===== src/hw/rtl/assert_macros.svh =====
// Assertion macros for the top-level RTL file of the trie word store.
`ifndef ASSERT_MACROS_SVH
`define ASSERT_MACROS_SVH

// Checks a property on the rising edge of the given clock, off while reset is low.
`define TWS_ASSERT_CLK(lbl, ck, rstn, prop, msg) \
  lbl: assert property (@(posedge ck) disable iff (!rstn) (prop)) else $error(msg);

// Checks a property on clk, off while rst_n is low.
`define TWS_ASSERT(lbl, prop, msg) \
  `TWS_ASSERT_CLK(lbl, clk, rst_n, prop, msg)

`endif


===== src/hw/rtl/tws_pkg.sv =====
// Package with the constants, codes and control types of the trie word store.
package tws_pkg;

  localparam int NODE_COUNT    = 256;
  localparam int ALPHABET_SIZE = 26;
  localparam int NODE_W        = 8;
  localparam int USED_W        = NODE_W + 1;
  localparam int LETTER_W      = 5;
  localparam int CMD_W         = 2;
  localparam int SLOT_COUNT    = NODE_COUNT * ALPHABET_SIZE;
  localparam int SLOT_W        = $clog2(SLOT_COUNT);

  typedef enum logic [CMD_W-1:0] {
    CMD_INSERT = 2'd0,
    CMD_EXACT  = 2'd1,
    CMD_PREFIX = 2'd2
  } cmd_t;

  typedef struct packed {
    logic clear;
    logic start;
    logic step;
    logic mark;
    logic finish;
  } dp_cmd_t;

  typedef struct packed {
    logic clear_done;
    logic last;
  } dp_status_t;

endpackage


===== src/hw/rtl/tws_ctrl.sv =====
// Controller state machine that sequences clearing, letter steps and results.
module tws_ctrl (
  input  logic                clk,
  input  logic                rst_n,
  input  logic                in_valid,
  output logic                in_stall,
  output logic                out_valid,
  input  logic                out_stall,
  output tws_pkg::dp_cmd_t    cmd,
  input  tws_pkg::dp_status_t status
);

  typedef enum logic [4:0] {
    S_CLEAR  = 5'b00001,
    S_IDLE   = 5'b00010,
    S_LOOK   = 5'b00100,
    S_MARK   = 5'b01000,
    S_RESULT = 5'b10000
  } state_t;

  state_t state_r, state_nxt;
  logic   out_valid_r, out_valid_nxt;

  always_comb begin
    state_nxt     = state_r;
    out_valid_nxt = out_valid_r && out_stall;
    cmd           = '0;
    case (state_r)
      S_CLEAR: begin
        cmd.clear = 1'b1;
        if (status.clear_done) begin
          state_nxt = S_IDLE;
        end
      end
      S_IDLE: begin
        if (in_valid) begin
          cmd.start = 1'b1;
          state_nxt = S_LOOK;
        end
      end
      S_LOOK: begin
        cmd.step  = 1'b1;
        state_nxt = status.last ? S_MARK : S_IDLE;
      end
      S_MARK: begin
        cmd.mark  = 1'b1;
        state_nxt = S_RESULT;
      end
      S_RESULT: begin
        if (!out_valid_r || !out_stall) begin
          cmd.finish    = 1'b1;
          out_valid_nxt = 1'b1;
          state_nxt     = S_IDLE;
        end
      end
      default: begin
        state_nxt = S_CLEAR;
      end
    endcase
  end

  always_ff @(posedge clk) begin
    if (!rst_n) begin
      state_r     <= S_CLEAR;
      out_valid_r <= 1'b0;
    end else begin
      state_r     <= state_nxt;
      out_valid_r <= out_valid_nxt;
    end
  end

  assign in_stall  = (state_r != S_IDLE);
  assign out_valid = out_valid_r;

endmodule


===== config.mk =====
export PLATFORM = sky130hd
export DESIGN_NAME = tws_ctrl
export DESIGN_NICKNAME = d
export VERILOG_FILES = /design/src/hw/rtl/assert_macros.svh /design/src/hw/rtl/tws_pkg.sv /design/src/hw/rtl/tws_ctrl.sv
export SDC_FILE = /design/constraint.sdc
export NUM_CORES = 1
export LEC_CHECK = 0
export BUFFER_PORTS_ARGS = -buffer_cell sky130_fd_sc_hd__buf_4
export CORE_AREA = 10 10 47 49
export DETAILED_ROUTE_END_ITERATION = 10
export DIE_AREA = 0 0 57 59
export PLACE_DENSITY_LB_ADDON = 0.15
export SKIP_CTS_REPAIR_TIMING = 1
export SYNTH_ARGS = -nofsm -noshare
export SYNTH_HDL_FRONTEND = slang
export SYNTH_SLANG_ARGS = --single-unit

===== constraint.sdc =====
create_clock -name clk -period 4.3 [get_ports clk]
set_input_delay 0.43 -clock clk [delete_from_list [all_inputs] [get_ports clk]]
set_output_delay 0.43 -clock clk [all_outputs]
set_load 0.005 [all_outputs]

==> results of run 1 <==
## layout by cell type (no fill, tap or decap), types with 2 or more instances in the layout
master | Yosys | final
nor2_1 | 7 | 7
nand3_1 | 2 | 2
clkbuf_4 | 0 | 3
nor3b_1 | 3 | 3
inv_1 | 2 | 2
dfxtp_1 | 6 | 6
and3_1 | 2 | 2
nand2_1 | 2 | 2
buf_4 | 0 | 12
o21ai_0 | 2 | 2
## registers in the layout, summed over array words and instances (netlist names)
register and cells:
state_r 5, out_valid 1
## layer usage
| layer | wire length, um | up-vias |
|---|---|---|
| li1 | - | 217 |
| met1 | 567 | 207 |
| met3 | 41 | 0 |
| met2 | 521 | 16 |
| met5 | 0 | - |
| met4 | 0 | 0 |
## power groups by stage
stage                     registers, uW  clock network (uW)  logic (uW)
after floorplan                    62.3                   0        43.1
after global placement             72.8                   0        49.5
after detailed placement           73.1                   0        48.4
after CTS                          72.1                54.3        48.8
after global routing               73.5                58.2        54.2
final                              72.5                54.0        48.8
## cell families after synthesis
family,synth area share [%]
buffers and inverters,8.76
xor gates and xnor gates,1.98
DFF,27.1
AOI/OAI and AO/OA,19.5
and+or+nand+nor,42.7
## per-stage QoR
stage / setup WS [ps] / std cells / utilization, % / hold WS (ps)
after CTS: 2380 / 80 / 39.1 / 436
after detailed placement: 2650 / 77 / 37.5 / 579
final: 2380 / 80 / 39.1 / 435
after global routing: 2290 / 80 / 39.1 / 443
after floorplan: 2770 / 54 / - / 561
after global placement: 2660 / 77 / 37.5 / 581
## area by class of cell
class | count | area (um2) | area share (%)
Multi-Input combinational cell | 40 | 284 | 51.8
Sequential cell | 6 | 120 | 21.9
Timing Repair Buffer | 12 | 90.1 | 16.4
Clock buffer | 3 | 22.5 | 4.11
Tap cell | 16 | 20.0 | 3.65
Inverter | 3 | 11.3 | 2.05
## worst min-delay path by stage
stage                     slack, ps       from          to
after CTS                       440      rst_n  state_r[4]
after global placement          580  out_valid   out_valid
final                           430      rst_n  state_r[4]
after detailed placement        580  out_valid   out_valid
after floorplan                 560      rst_n  state_r[4]
after global routing            440      rst_n  state_r[4]
## worst max-delay path, cell delays in order, from the launching register on
cell and delay (ps):
dfxtp_1 420, or4_1 590, nor2_1 110, buf_4 120
==> results.json, run 1 <==
{
  "status": "completed",
  "power_density_mw_per_mm2": 320,
  "postPlaceCellArea_um2": 526,
  "io_buffers": 12,
  "worstHoldPathType": "in -> reg",
  "initial_core_util_pct": 31.6,
  "cp-end-kind": "output pin",
  "drtAntennaViolNets": 0,
  "use_met1_pct": 8.57,
  "grt_antenna_before_repair": 0,
  "io_pins": 13,
  "worstSkewPairLatency_ps": 250,
  "synth_top_area_share_pct": 27.1,
  "synth.most_common_cell": "nor2_1",
  "period_share_pct": 44.6,
  "synth_area_leaders": "dfxtp_1 27%, nor2_1 5.9%, nor3b_1 5.1%",
  "synth_ff_type": "dfxtp_1",
  "ys_ff_latch": 6,
  "track_usage_pct": 6.92,
  "h-tree-depth": 1,
  "die_h_um": 59,
  "p_int_uw": 117,
  "reg2reg_slack_ps": 2660,
  "required_ps": 3870,
  "grt_max_degree": 12,
  "power_leakage_uw": 0.000251,
  "die_x_um": 57,
  "vdd_drop_max_uv": 109,
  "core_area_mm2": 0.00140,
  "grt_use_met2_pct": 9.77,
  "ys_seq_area_share_pct": 27.1,
  "hold_viol_final": 0,
  "antenna_cells": 0,
  "overflow": 0,
  "r2r_start": "state_r[1]",
  "yosys.area.top_type": "dfxtp_1",
  "maxCapViolCount": 0,
  "worstPathArrival_ps": 1490,
  "drc": 0,
  "ys_top_cells_by_count": "7 x nor2_1, 6 x dfxtp_1, 3 x clkbuf_1, 3 x nor3b_1",
  "drive_gt1_share_pct": 34.4,
  "wirelength_mm": 1.13,
  "slew_viol_final": 0,
  "power_frac_comb_pct": 27.8,
  "grt_pass1_wl_mm": 1.89,
  "power_uw": 175,
  "power.switching_uw": 58.4,
  "synth_cells": 54,
  "dp_hpwl_um": 804,
  "r2r-end": "state_r[3]",
  "n_fill_cell": 160,
  "synth_area_um2": 443,
  "nNetsFinal": 72,
  "grt_pass1_vias": 416,
  "cts_num_sinks": 6,
  "period_needed_ps": 1920,
  "finClkSkew_ps": 8.88,
  "reg2regPathDepth": 3,
  "swShare_pct": 33.3,
  "top_usage_layer": "met2",
  "crit_start": "state_r[1]",
  "synth_edf_count": 0,
  "power_frac_clock_pct": 30.8,
  "async_reset_ff_share_pct": 0,
  "path_class": "reg -> out",
  "hold_depth": 2,
  "cp_max_fo": 11,
  "rsz0062_at_grt": "false",
  "cts_buffers": 3,
  "syn_to_final_growth_pct": 23.7,
  "finalSetupViolCount": 0,
  "syn_nets": 60,
  "avgSynthCellArea_um2": 8.20,
  "finalSetupTns_ps": 0,
  "clockBufferDepth": 2,
  "cts_tree": "done",
  "synth_warnings": 0,
  "die_area_mm2": 0.00336,
  "num_vias": 440,
  "clk_pin_slew_ps": 50,
  "seqPwrFrac_pct": 41.4,
  "worst_pin_slew_ps": 419,
  "clock_tree.root_cell": "clkbuf_4",
  "grtUsageMet3_pct": 0.858,
  "slew_headroom_pct": 71.9,
  "start_kind": "register",
  "endpoint": "cmd[4]",
  "gp_congestion": 0.714,
  "design_area_um2": 548,
  "max_freq_ghz": 0.522,
  "viasPerCell": 5.50,
  "routedWlPerCell_um": 14.1,
  "drtIter0Drc": 18,
  "drt_pass1_iterations": 4,
  "rows": 14,
  "netlist-cell-type-count": 34
}
Power figures use the tool's default switching activity.
==> run 2: changes to the inputs <==
- ABC_AREA: not set -> 1
- clock period: 4.3 -> 1.6 ns (I/O delays scaled with it)
==> run 2 against run 1 <==
Against the previous run: critical endpoint is now cmd[1]; area after synthesis fell by 26%; sequential power up 140%; sequential cell count unchanged; hold slack lost 260 ps; first-iteration DRC count down 56%; clock skew shrank 6.9 ps; via count fell by 17%; register-to-register slack got worse by 2100 ps; global-route usage down 0.86 points; die area did not move.
==> results.json, run 2 <==
{
  "period_share_pct": 82.3,
  "cpLargestDelayFamily": "simple AND/OR/NAND/NOR gates",
  "initial_core_util_pct": 23.5,
  "synth.most_common_cell": "inv_1",
  "synth_top_family_by_area": "simple AND/OR/NAND/NOR gates",
  "die_x_um": 57,
  "period_needed_ps": 1320,
  "io_buffers": 12,
  "grt_max_degree": 8,
  "synth_area_um2": 329,
  "mostFrequentLayoutCells": "12 x buf_4, 11 x inv_1, 9 x nand2_1",
  "die_h_um": 59,
  "cp-end-kind": "output pin",
  "worstSkewPairLatency_ps": 250,
  "regMostFlops": "state_r",
  "drt_pass1_iterations": 4,
  "synth_mux_area_share_pct": 0,
  "clockBufferDepth": 2,
  "rsz0062_at_grt": "false",
  "status": "completed",
  "track_usage_pct": 6.06,
  "die_area_mm2": 0.00336,
  "grt_pass1_wl_mm": 1.55,
  "routedWlPerCell_um": 10.4,
  "viasPerCell": 4.39,
  "worstPathArrival_ps": 1160,
  "syn_to_final_growth_pct": 40.3,
  "netlist-cell-type-count": 11,
  "clock_tree.root_cell": "clkbuf_4",
  "synth_edf_count": 0,
  "synth_area_leaders": "dfxtp_1 37%, inv_1 13%, nand4_1 11%",
  "cts_tree": "done",
  "synth_top_area_share_pct": 36.5,
  "num_vias": 364,
  "synth_simple_gate_area_share_pct": 46.8,
  "path_class": "reg -> out",
  "min_from": "status[0]",
  "postPlaceCellArea_um2": 439,
  "async_reset_ff_share_pct": 0,
  "cts_num_sinks": 6,
  "ys_top_cells_by_count": "11 x inv_1, 9 x nand2_1, 8 x nor2_1",
  "synth_warnings": 0,
  "vdd_drop_max_uv": 470,
  "finClkSkew_ps": 1.95,
  "rows": 14,
  "io_pins": 13,
  "dp_hpwl_um": 692,
  "slew_headroom_pct": 85.0,
  "crit_chain": "nor2_2, nand4_1, inv_1, buf_4",
  "slew_viol_final": 0,
  "slowest_stage": "dfxtp_1",
  "gp_congestion": 0.820,
  "h-tree-depth": 1,
  "grt_pass1_vias": 367,
  "power_density_mw_per_mm2": 915,
  "max_stage_delay_ps": 320,
  "synthAdderAreaFrac_pct": 0,
  "finalSetupTns_ps": 0,
  "core_area_mm2": 0.00140,
  "wirelength_um": 866,
  "cp_max_fo": 6,
  "clk_pin_slew_ps": 40,
  "drc": 0,
  "synth_cells": 52,
  "final_common_cell": "buf_4",
  "cts_buffers": 3,
  "required_ps": 1440,
  "ys_seq_area_share_pct": 36.5,
  "drtIter0Drc": 8,
  "antenna_cells": 0,
  "nNetsFinal": 75,
  "worstHoldPathType": "in -> reg",
  "ys_ff_latch": 6,
  "r2r_start": "state_r[1]",
  "yosys.area.top_type": "dfxtp_1",
  "drive_gt1_share_pct": 26.9,
  "synth_ff_type": "dfxtp_1",
  "drtAntennaViolNets": 0,
  "worst_pin_slew_ps": 225,
  "start_kind": "register",
  "crit_start": "state_r[1]",
  "avgSynthCellArea_um2": 6.33,
  "hold_viol_final": 0,
  "grt_antenna_before_repair": 0,
  "max_freq_ghz": 0.759,
  "overflow": 0,
  "finalSetupViolCount": 0,
  "path_buf_inv": 2,
  "maxCapViolCount": 0,
  "synth_compound_area_share_pct": 3.04,
  "design_area_um2": 462,
  "power_leakage_uw": 0.000262,
  "syn_nets": 58,
  "largest_register_ffs": 5,
  "synth-xor-area-share_pct": 0
}
[run 2: cell count changes after synthesis, sizes merged, moves of 3 or more]
| cell | before | now |
|---|---|---|
| nand4 | 0 | 6 |
| o21ai | 3 | 0 |
| nor3b | 3 | 0 |
| nor2 | 7 | 10 |
| clkbuf | 3 | 0 |
| inv | 3 | 12 |
| nand3 | 2 | 5 |
| nand2 | 2 | 9 |
[run 2: logic make-up (layout without fill, tap and decap cells)]
group	count (synthesis)	after routing
simple gates	32	32
buf+inv	12	27
flops	6	6
compound gates	2	2
[run 2: layout make-up]
| type | instances | area, um2 |
|---|---|---|
| fill | 165 | 940 |
| multi-input combinational | 34 | 164 |
| sequential | 6 | 120 |
| timing repair buffer | 12 | 90.1 |
| inverter | 12 | 45.0 |
| clock buffer | 3 | 22.5 |
| tap | 16 | 20.0 |
[run 2: stage by stage]
stage               worst slack, ps  util (%)  cells  power [uW]  hold WS (ps)
floorplan                       683         -     52         242           303
global placement                513      31.3     80         288           438
detailed placement              539      31.3     80         286           432
CTS                             260      32.9     83         430           173
global route                    142      32.9     83         458           194
finish                          283      32.9     83         422           177
[run 2: per-layer routing]
metal | track usage (%) | vias up | share of wire [%]
li1 | - | 197 | -
met1 | 6.08 | 151 | 44
met2 | 8.68 | 12 | 45
met3 | 3.86 | 4 | 8.3
met4 | 5.03 | 0 | 2.9
met5 | 0 | - | 0
[run 2: tightest hold or removal path: cells and delay by family]
kind                   cells  cell delay (ps)
buffers and inverters      2              160
and+or+nand+nor            1               50
[run 2: final timing paths]
check                             endpoint  slack [ps]  cells past startpoint
worst max register to register  state_r[1]         560                      5
worst min register to register   out_valid         490                      2
worst min-delay path            state_r[3]         180                      3
worst max-delay path                cmd[1]         280                      4
[run 2: report_power, final]
part,switching (uW),internal (uW)
registers,9.59,162
clock network,54.5,84.8
logic,62.7,49.0
